--- config.mk ---
export PLATFORM = sky130hd
export DESIGN_NAME = l4_tunnel_header_parser_unit
export DESIGN_NICKNAME = d
export VERILOG_FILES = /design/src/rtl/l4thp_pkg.sv /design/src/rtl/l4_tunnel_header_parser_unit.sv
export SDC_FILE = /design/constraint.sdc
export NUM_CORES = 1
export LEC_CHECK = 0
export ABC_CLOCK_PERIOD_IN_PS = 11150
export BUFFER_PORTS_ARGS = -buffer_cell sky130_fd_sc_hd__buf_2
export CAP_MARGIN = 30
export CORE_MARGIN = 5
export CORE_UTILIZATION = 59
export DETAILED_ROUTE_END_ITERATION = 16
export PLACE_DENSITY = 0.79
export SLEW_MARGIN = 0
export SYNTH_ARGS = -nofsm -noshare
export SYNTH_HDL_FRONTEND = slang
export SYNTH_SLANG_ARGS = --single-unit
--- constraint.sdc ---
create_clock -name clk -period 11.15 [get_ports clk]
set_input_delay 2.23 -clock clk [delete_from_list [all_inputs] [get_ports clk]]
set_output_delay 2.23 -clock clk [all_outputs]
set_load 0.02 [all_outputs]
--- src/rtl/l4thp_pkg.sv ---
`default_nettype none

package l4thp_pkg;

  // frame limits
  localparam int MaxFrameBytes = 16383;
  localparam int PortBytes     = 4;

  // ethertypes and protocols
  localparam logic [15:0] EtherIpv4 = 16'h0800;
  localparam logic [15:0] EtherVlan = 16'h8100;
  localparam logic [7:0]  ProtoTcp  = 8'd6;
  localparam logic [7:0]  ProtoUdp  = 8'd17;
  localparam logic [5:0]  MinIpHdr  = 6'd20;
  localparam logic [5:0]  MinTcpHdr = 6'd20;
  localparam logic [5:0]  UdpHdr    = 6'd8;
  localparam logic [3:0]  MinTagBytes = 4'd3;

  // fixed byte positions of the ethertype low byte and l3 start, field offsets
  localparam int EtherPos0 = 13;
  localparam int EtherPos1 = 17;
  localparam int EtherPos2 = 21;
  localparam logic [4:0] L3Off0 = 5'd14;
  localparam logic [4:0] L3Off1 = 5'd18;
  localparam logic [4:0] L3Off2 = 5'd22;
  localparam logic [4:0] ProtoPos = 5'd9;
  localparam logic [4:0] TcpOffPos = 5'd12;

  // status codes
  localparam logic [1:0] StatusOk      = 2'd0;
  localparam logic [1:0] StatusNoIpv4  = 2'd1;
  localparam logic [1:0] StatusBadIp   = 2'd2;
  localparam logic [1:0] StatusNoL4    = 2'd3;

  // tunnel kinds
  localparam logic [1:0] TunnelNone = 2'd0;
  localparam logic [1:0] TunnelData = 2'd1;
  localparam logic [1:0] TunnelFrag = 2'd2;

  // configuration register indexes
  localparam int CfgIndexWidth = 3;
  localparam int CfgDataWidth  = 8;
  localparam logic [CfgIndexWidth-1:0] RegNonceBytes   = 3'd0;
  localparam logic [CfgIndexWidth-1:0] RegTunnelBytes  = 3'd1;
  localparam logic [CfgIndexWidth-1:0] RegDataMagic    = 3'd2;
  localparam logic [CfgIndexWidth-1:0] RegFragMagic    = 3'd3;
  localparam logic [CfgIndexWidth-1:0] RegFragTagBytes = 3'd4;

  // configuration reset values
  localparam logic [4:0] NonceBytesReset   = 5'd12;
  localparam logic [5:0] TunnelBytesReset  = 6'd14;
  localparam logic [7:0] DataMagicReset    = 8'd0;
  localparam logic [7:0] FragMagicReset    = 8'd1;
  localparam logic [3:0] FragTagBytesReset = 4'd4;

  typedef struct packed {
    logic [7:0] packet_byte;
    logic       last_byte;
  } in_beat_t;

  typedef struct packed {
    logic [1:0]  status;
    logic [4:0]  l3_offset;
    logic [5:0]  ip_header_length;
    logic [7:0]  ip_protocol;
    logic [6:0]  transport_offset;
    logic [5:0]  transport_header_length;
    logic [1:0]  tunnel_kind;
    logic [15:0] fragment_packet_id;
    logic [7:0]  fragment_index;
    logic [13:0] frame_length;
    logic [13:0] payload_length;
  } out_beat_t;

endpackage

`default_nettype wire

--- src/rtl/l4_tunnel_header_parser_unit.sv ---
`default_nettype none

// l4 tunnel header parser
//
// in channel: one frame byte per beat (packet_byte, last_byte), valid/stall.
// out channel: one classification beat per frame, sent after the beat that
// carries last_byte; nothing is sent for the other bytes of the frame.
// cfg channel: valid/ready register writes (cfg_index, cfg_data); ready is
// always high, writes are meant to land only between frames.
//
// output: registered; the result is on out_valid in the cycle after the last
// byte is taken. throughput: one byte per cycle while not stalled; every byte
// updates position counter and a few capture registers combinationally.
// stalls: the single output register holds a result until the receiver
// takes it; bytes that do not end a frame keep flowing meanwhile, and only
// a last byte is held off (in_stall) while an untaken result still sits in
// the output register.
// reset: rst (synchronous) clears the frame state, drops out_valid and
// returns all configuration registers to their defaults.
// frames longer than MAX_FRAME_BYTES stop counting and capturing at that size.
module l4_tunnel_header_parser_unit #(
  parameter int MAX_FRAME_BYTES = l4thp_pkg::MaxFrameBytes
) (
  input  wire                                      clk,
  input  wire                                      rst,
  input  wire                                      in_valid,
  output logic                                     in_stall,
  input  l4thp_pkg::in_beat_t                      in_data,
  output logic                                     out_valid,
  input  wire                                      out_stall,
  output l4thp_pkg::out_beat_t                     out_data,
  input  wire                                      cfg_valid,
  output logic                                     cfg_ready,
  input  wire  [l4thp_pkg::CfgIndexWidth-1:0]      cfg_index,
  input  wire  [l4thp_pkg::CfgDataWidth-1:0]       cfg_data
);
  import l4thp_pkg::*;

  // position counter width follows the frame size limit
  localparam int PW = $clog2(MAX_FRAME_BYTES + 1);

  // configuration registers
  logic [4:0] nonce_bytes;
  logic [5:0] tunnel_header_bytes;
  logic [7:0] data_tunnel_magic;
  logic [7:0] fragment_tunnel_magic;
  logic [3:0] fragment_tag_bytes;

  // per-frame state
  logic [PW-1:0] byte_position;
  logic [15:0]   ethertype_shift;
  logic [4:0]    found_l3_offset;
  logic [1:0]    vlan_tags;
  logic [3:0]    ihl_nibble;
  logic [7:0]    protocol_byte;
  logic [3:0]    tcp_offset_nibble;
  logic          tunnel_first_msb;
  logic [7:0]    tunnel_magic_seen;
  logic [15:0]   frag_id_capture;
  logic [7:0]    frag_index_capture;

  logic [PW-1:0] byte_position_next;
  logic [15:0]   ethertype_shift_next;
  logic [4:0]    found_l3_offset_next;
  logic [1:0]    vlan_tags_next;
  logic [3:0]    ihl_nibble_next;
  logic [7:0]    protocol_byte_next;
  logic [3:0]    tcp_offset_nibble_next;
  logic          tunnel_first_msb_next;
  logic [7:0]    tunnel_magic_seen_next;
  logic [15:0]   frag_id_capture_next;
  logic [7:0]    frag_index_capture_next;

  logic       in_accept;
  logic       take;
  logic [7:0] b;
  logic [PW-1:0] idx;
  logic       l3_known;

  // capture positions for the current byte
  logic [6:0] cap_l4;
  logic [6:0] cap_tun;
  logic [7:0] cap_tag;
  logic [7:0] cap_magic;

  out_beat_t result;

  assign cfg_ready = 1'b1;

  // only a last byte can collide with a result still waiting
  assign in_stall  = out_valid && out_stall && in_valid && in_data.last_byte;
  assign in_accept = in_valid && !in_stall;

  assign b    = in_data.packet_byte;
  assign idx  = byte_position;
  assign take = byte_position < PW'(MAX_FRAME_BYTES);

  // per-byte state update
  always_comb begin
    byte_position_next      = byte_position;
    ethertype_shift_next    = ethertype_shift;
    found_l3_offset_next    = found_l3_offset;
    vlan_tags_next          = vlan_tags;
    ihl_nibble_next         = ihl_nibble;
    protocol_byte_next      = protocol_byte;
    tcp_offset_nibble_next  = tcp_offset_nibble;
    tunnel_first_msb_next   = tunnel_first_msb;
    tunnel_magic_seen_next  = tunnel_magic_seen;
    frag_id_capture_next    = frag_id_capture;
    frag_index_capture_next = frag_index_capture;
    l3_known                = 1'b0;
    cap_l4                  = 7'(found_l3_offset) + {1'b0, ihl_nibble, 2'b00};
    cap_tun                 = cap_l4 + 7'(PortBytes);
    cap_tag                 = 8'(cap_tun) + 8'(tunnel_header_bytes);
    cap_magic               = 8'(cap_tun) + 8'(nonce_bytes) + 8'd1;
    if (take) begin
      byte_position_next   = byte_position + 1'b1;
      ethertype_shift_next = {ethertype_shift[7:0], b};
      // ethertype search behind up to two vlan tags
      if (idx == PW'(EtherPos0)) begin
        if (ethertype_shift_next == EtherIpv4) begin
          found_l3_offset_next = L3Off0;
        end else if (ethertype_shift_next == EtherVlan) begin
          vlan_tags_next = 2'd1;
        end
      end else if (idx == PW'(EtherPos1) && vlan_tags == 2'd1 &&
                   found_l3_offset == '0) begin
        if (ethertype_shift_next == EtherIpv4) begin
          found_l3_offset_next = L3Off1;
        end else if (ethertype_shift_next == EtherVlan) begin
          vlan_tags_next = 2'd2;
        end
      end else if (idx == PW'(EtherPos2) && vlan_tags == 2'd2 &&
                   found_l3_offset == '0) begin
        if (ethertype_shift_next == EtherIpv4) begin
          found_l3_offset_next = L3Off2;
        end
      end
      l3_known = found_l3_offset_next != '0;
      cap_l4   = 7'(found_l3_offset_next) + {1'b0, ihl_nibble, 2'b00};
      cap_tun  = cap_l4 + 7'(PortBytes);
      cap_tag  = 8'(cap_tun) + 8'(tunnel_header_bytes);
      cap_magic = 8'(cap_tun) + 8'(nonce_bytes) + 8'd1;
      if (l3_known) begin
        if (idx == PW'(found_l3_offset_next)) begin
          ihl_nibble_next = b[3:0];
        end else begin
          if (idx == PW'(found_l3_offset_next) + PW'(ProtoPos)) begin
            protocol_byte_next = b;
          end
          if (idx > PW'(found_l3_offset_next)) begin
            if (idx == PW'(cap_l4) + PW'(TcpOffPos)) begin
              tcp_offset_nibble_next = b[7:4];
            end
            if (idx == PW'(cap_tun)) begin
              tunnel_first_msb_next = b[7];
            end
            if (idx == PW'(cap_magic)) begin
              tunnel_magic_seen_next = b;
            end
            if (idx == PW'(cap_tag)) begin
              frag_id_capture_next[15:8] = b;
            end
            if (idx == PW'(cap_tag) + PW'(1)) begin
              frag_id_capture_next[7:0] = b;
            end
            if (idx == PW'(cap_tag) + PW'(2)) begin
              frag_index_capture_next = b;
            end
          end
        end
      end
    end
  end

  // classification of the finished frame, from the state after this byte
  logic [PW-1:0] len;
  logic [5:0]    hl;
  logic [6:0]    toff;
  logic [6:0]    tun;
  logic [7:0]    magic_pos;
  logic [7:0]    tun_end;
  logic [3:0]    tagn;
  logic [7:0]    tag_end;
  logic [PW-1:0] rem;
  logic [PW-1:0] pay;
  logic [5:0]    tcp_len;
  logic          magic_ok;
  logic [1:0]    status;

  always_comb begin
    len       = byte_position_next;
    hl        = {ihl_nibble_next, 2'b00};
    toff      = 7'(found_l3_offset_next) + 7'(hl);
    tun       = toff + 7'(PortBytes);
    magic_pos = 8'(tun) + 8'(nonce_bytes) + 8'd1;
    tun_end   = 8'(tun) + 8'(tunnel_header_bytes);
    tagn      = (fragment_tag_bytes < MinTagBytes) ? MinTagBytes : fragment_tag_bytes;
    tag_end   = tun_end + 8'(tagn);
    rem       = (len > PW'(toff)) ? len - PW'(toff) : '0;
    pay       = (len > PW'(tun)) ? len - PW'(tun) : '0;
    tcp_len   = {tcp_offset_nibble_next, 2'b00};
    magic_ok  = len > PW'(magic_pos);

    if (found_l3_offset_next == '0) begin
      status = StatusNoIpv4;
    end else if (len < PW'(found_l3_offset_next) + PW'(MinIpHdr)) begin
      status = StatusBadIp;
    end else if (protocol_byte_next != ProtoTcp && protocol_byte_next != ProtoUdp) begin
      status = StatusNoL4;
    end else if (hl < MinIpHdr) begin
      status = StatusBadIp;
    end else begin
      status = StatusOk;
    end

    result                         = '0;
    result.status                  = status;
    result.frame_length            = 14'(len);
    if (status != StatusNoIpv4) begin
      result.l3_offset        = found_l3_offset_next;
      result.ip_header_length = hl;
      result.ip_protocol      = protocol_byte_next;
    end
    if (status == StatusOk) begin
      result.transport_offset = toff;
      result.payload_length   = 14'(pay);
      if (protocol_byte_next == ProtoTcp) begin
        if (rem >= PW'(MinTcpHdr) && tcp_len >= MinTcpHdr && PW'(tcp_len) <= rem) begin
          result.transport_header_length = tcp_len;
        end
      end else if (rem >= PW'(UdpHdr)) begin
        result.transport_header_length = UdpHdr;
      end
      // data tunnel wins when both match
      if (len >= PW'(tun_end) && magic_ok &&
          tunnel_magic_seen_next == data_tunnel_magic && !tunnel_first_msb_next) begin
        result.tunnel_kind = TunnelData;
      end else if (len >= PW'(tag_end) && magic_ok &&
                   tunnel_magic_seen_next == fragment_tunnel_magic) begin
        result.tunnel_kind        = TunnelFrag;
        result.fragment_packet_id = frag_id_capture_next;
        result.fragment_index     = frag_index_capture_next;
      end
    end
  end

  // frame state, cleared after each last byte
  always_ff @(posedge clk) begin
    if (rst || (in_accept && in_data.last_byte)) begin
      byte_position      <= '0;
      ethertype_shift    <= '0;
      found_l3_offset    <= '0;
      vlan_tags          <= '0;
      ihl_nibble         <= '0;
      protocol_byte      <= '0;
      tcp_offset_nibble  <= '0;
      tunnel_first_msb   <= 1'b0;
      tunnel_magic_seen  <= '0;
      frag_id_capture    <= '0;
      frag_index_capture <= '0;
    end else if (in_accept) begin
      byte_position      <= byte_position_next;
      ethertype_shift    <= ethertype_shift_next;
      found_l3_offset    <= found_l3_offset_next;
      vlan_tags          <= vlan_tags_next;
      ihl_nibble         <= ihl_nibble_next;
      protocol_byte      <= protocol_byte_next;
      tcp_offset_nibble  <= tcp_offset_nibble_next;
      tunnel_first_msb   <= tunnel_first_msb_next;
      tunnel_magic_seen  <= tunnel_magic_seen_next;
      frag_id_capture    <= frag_id_capture_next;
      frag_index_capture <= frag_index_capture_next;
    end
  end

  // result register
  always_ff @(posedge clk) begin
    if (rst) begin
      out_valid <= 1'b0;
    end else if (in_accept && in_data.last_byte) begin
      out_valid <= 1'b1;
    end else if (!out_stall) begin
      out_valid <= 1'b0;
    end
  end

  always_ff @(posedge clk) begin
    if (in_accept && in_data.last_byte) begin
      out_data <= result;
    end
  end

  // configuration registers
  always_ff @(posedge clk) begin
    if (rst) begin
      nonce_bytes           <= NonceBytesReset;
      tunnel_header_bytes   <= TunnelBytesReset;
      data_tunnel_magic     <= DataMagicReset;
      fragment_tunnel_magic <= FragMagicReset;
      fragment_tag_bytes    <= FragTagBytesReset;
    end else if (cfg_valid && cfg_ready) begin
      case (cfg_index)
        RegNonceBytes: begin
          nonce_bytes <= cfg_data[4:0];
        end
        RegTunnelBytes: begin
          tunnel_header_bytes <= cfg_data[5:0];
        end
        RegDataMagic: begin
          data_tunnel_magic <= cfg_data;
        end
        RegFragMagic: begin
          fragment_tunnel_magic <= cfg_data;
        end
        RegFragTagBytes: begin
          fragment_tag_bytes <= cfg_data[3:0];
        end
        default: begin
        end
      endcase
    end
  end

endmodule

`default_nettype wire

==> metrics.txt <==
post-DR wirelength/cell 19.2 um; # Post-CTS Setup Buffers 0; via count 11100; Power Dens Cells about 120 nW/um^2; Vias/cell approximately 6.1; fmax 102 MHz; Gate power share 0.153; Post-Syn Area 13300 um^2; vias in the first global route 10400; TritonCTS Buffers 17; multiplexer area fraction after synthesis 0.0790; Slew Limit Fails 0; total grt overflow 0; clock skew approximately 0.016 ns; initial core utilization 0.592; Top-Level Pins 116; Critical-path top delay cell nor3_1; final core utilization 0.652; CTS root buf clkbuf_16; Commonest cells post-synth nor2_1, dfxtp_1, nand2_1; FFs w/ async S/R, synth 0; first-pass GRT wire length about 55000 um; Skew-Pair Late Insertion Delay approximately 0.46 ns; Cell variety after synth 91; final setup fails 0; slew at the pin with the worst max-slew slack 1.02 ns; n_diodes 0; Net Sw Frac 0.300; die height 160 um; post-route cell area 14600 um^2; area grow syn2layout 10.1%; Max Buffers Root-to-Sink 2; Max VDD drop roughly 89 uV; pin count of the biggest net entering global routing 79; fin crit share 0.883; Antenna Nets Post-Route 0; Clock transition at path regs 0.08 ns; max_slew headroom 0.321; sequential share of power 0.453; most frequent cell on the critical path ha_1; Maximum Capacitance Violations 0; most common cell in the netlist nor2_1; CTS tree built; simple-gate share of the synthesized area 0.213; main combinational cell family by area after synthesis simple AND/OR/NAND/NOR gates; RSZ-0062 raised after global routing false; number of synthesized flops with an enable pin 84; First-pass DRT Iterations 5; setup total negative slack 0 ns; Mapped Cells 1444; max incr delay on CP ~0.47 ns; leakage power 5.96 nW; htree depth 4; Sink Count between 150 and 200; Syn. warnings 0; Seq/Total Area, Yosys 0.356; Synth Area per Inst 9.20 um^2; ys flop type dfxtp_1; Startpoint Class input pin; GPL Wtd Cong 0.955; worst-path fanout max 25; endpoint type of the worst setup path flop; port bufs 110; layout cell share with drive strength beyond 1 0.147; crit path kind in2reg; Psw 507 uW; Compound-Gate Fraction of Synth Area 0.135; Synth Area in XOR/XNOR 0.0669; Final nets roughly 1600; Synth area leaders edfxtp_1, dfxtp_1, ha_1; P_int 1.18 mW; hold_buf cts 0; WL final about 35000 um; initial antenna violation count 0; placed cell area 14000 um^2; WP data arrival 10.03 ns; die area between 20000 and 30000 um^2; CTS resizes 0; core footprint 22400 um^2; row count 55; Final Hold Fails 0; hpwl dp roughly 26000 um; Placement Setup Slack slightly above 0.9 ns; count of state elements after synthesis a little under 200; GRT Total Usage 0.267; DRT iter0 DRCs 993; top cell type's share of synthesized area 0.190; Yosys top cell by area edfxtp_1; clock share of power 0.395; worst setup margin ~1.3 ns; adder-cell share of the synthesized area 0.0987; width of the die about 160 um; hold crit path type reg2reg; fin crit period 9.84 ns; Remaining DRCs 0; status complete, no violations; Worst Path Required 11.34 ns
==> area by class of cell <==
cell class / instances / area (um^2)
Clock inverter: 15 / 224
Fill cell: 1888 / 7800
Sequential cell: 194 / 4720
Multi-Input combinational cell: 1091 / 7900
Inverter: 86 / 323
Tap cell: 285 / 357
Timing Repair Buffer: 124 / 676
Clock buffer: 17 / 425
==> cell usage in the layout, fill, tap and decap left out, types with 14 or more instances in the layout <==
master,instances
o21ai_0,45
nand4_1,14
dfxtp_1,110
a211oi_1,14
nor3_1,29
inv_1,84
edfxtp_1,84
nand3_1,29
nor2_1,168
mux2i_1,93
nor2b_1,22
nand2_1,103
xor2_1,24
a21oi_1,94
a21o_1,24
xnor2_1,68
buf_2,110
nor4_2,21
nor4_1,17
clkbuf_16,17
ha_1,92
==> worst paths after layout <==
kind	startpoint	endpoint	slack, ns	depth (start not counted)
max reg2reg	byte_position[0]$_SDFFE_PP0P_	out_data[28]$_SDFFCE_PP0P_	2.40	31
min	ethertype_shift[6]$_SDFFE_PP0P_	ethertype_shift[6]$_SDFFE_PP0P_	0.46	2
min reg2reg	ethertype_shift[6]$_SDFFE_PP0P_	ethertype_shift[6]$_SDFFE_PP0P_	0.46	2
max	in_data[8]	out_data[28]$_SDFFCE_PP0P_	1.31	31
==> flip-flops by register name (all words and copies together) (netlist names) <==
name and count:
out_valid 1, fragment_tunnel_magic 8, out_data 84, ethertype_shift 8
tcp_offset_nibble 4, protocol_byte 8, tunnel_header_bytes 6, vlan_tags 2
found_l3_offset 5, data_tunnel_magic 8, byte_position 14, frag_id_capture 16
nonce_bytes 5, frag_index_capture 8, ihl_nibble 4, tunnel_magic_seen 8
fragment_tag_bytes 4, tunnel_first_msb 1
==> critical path: cells and delay by family <==
kind            cells  cell delay, ns
buf+inv             4            0.53
fa+ha+maj           5            1.65
compound gates      6            1.34
xor+xnor            4            1.13
simple gates       12            3.14
==> cell families after synthesis <==
group / count (synthesis)
AOI/OAI and AO/OA: 273
xor gates and xnor gates: 96
adders and majority gates: 100
buffers and inverters: 162
DFF: 194
muxes: 103
other: 2
and+or+nand+nor: 514
==> per-layer routing <==
metal	track usage	share of wire	up-vias
met4	0.0884	0.032	0
met2	0.421	0.45	428
li1	-	-	5303
met1	0.377	0.45	5245
met3	0.0421	0.069	80
met5	0	0	-
==> power groups by stage <==
stage	clock network, mW	registers [mW]	logic (mW)
CTS	0.674	0.765	0.255
global placement	0	0.781	0.245
global route	0.706	0.767	0.284
floorplan	0	0.793	0.180
detailed placement	0	0.781	0.253
finish	0.667	0.765	0.258
==> through the flow <==
| stage | cells | power, mW | hold slack [ns] |
|---|---|---|---|
| after floorplan | 1447 | 0.972 | 0.431 |
| after global placement | 1777 | 1.03 | 0.441 |
| after detailed placement | 1779 | 1.03 | 0.450 |
| after CTS | 1811 | 1.69 | 0.460 |
| after global routing | 1812 | 1.76 | 0.478 |
| final | 1812 | 1.69 | 0.461 |
Power figures use the tool's default switching activity.
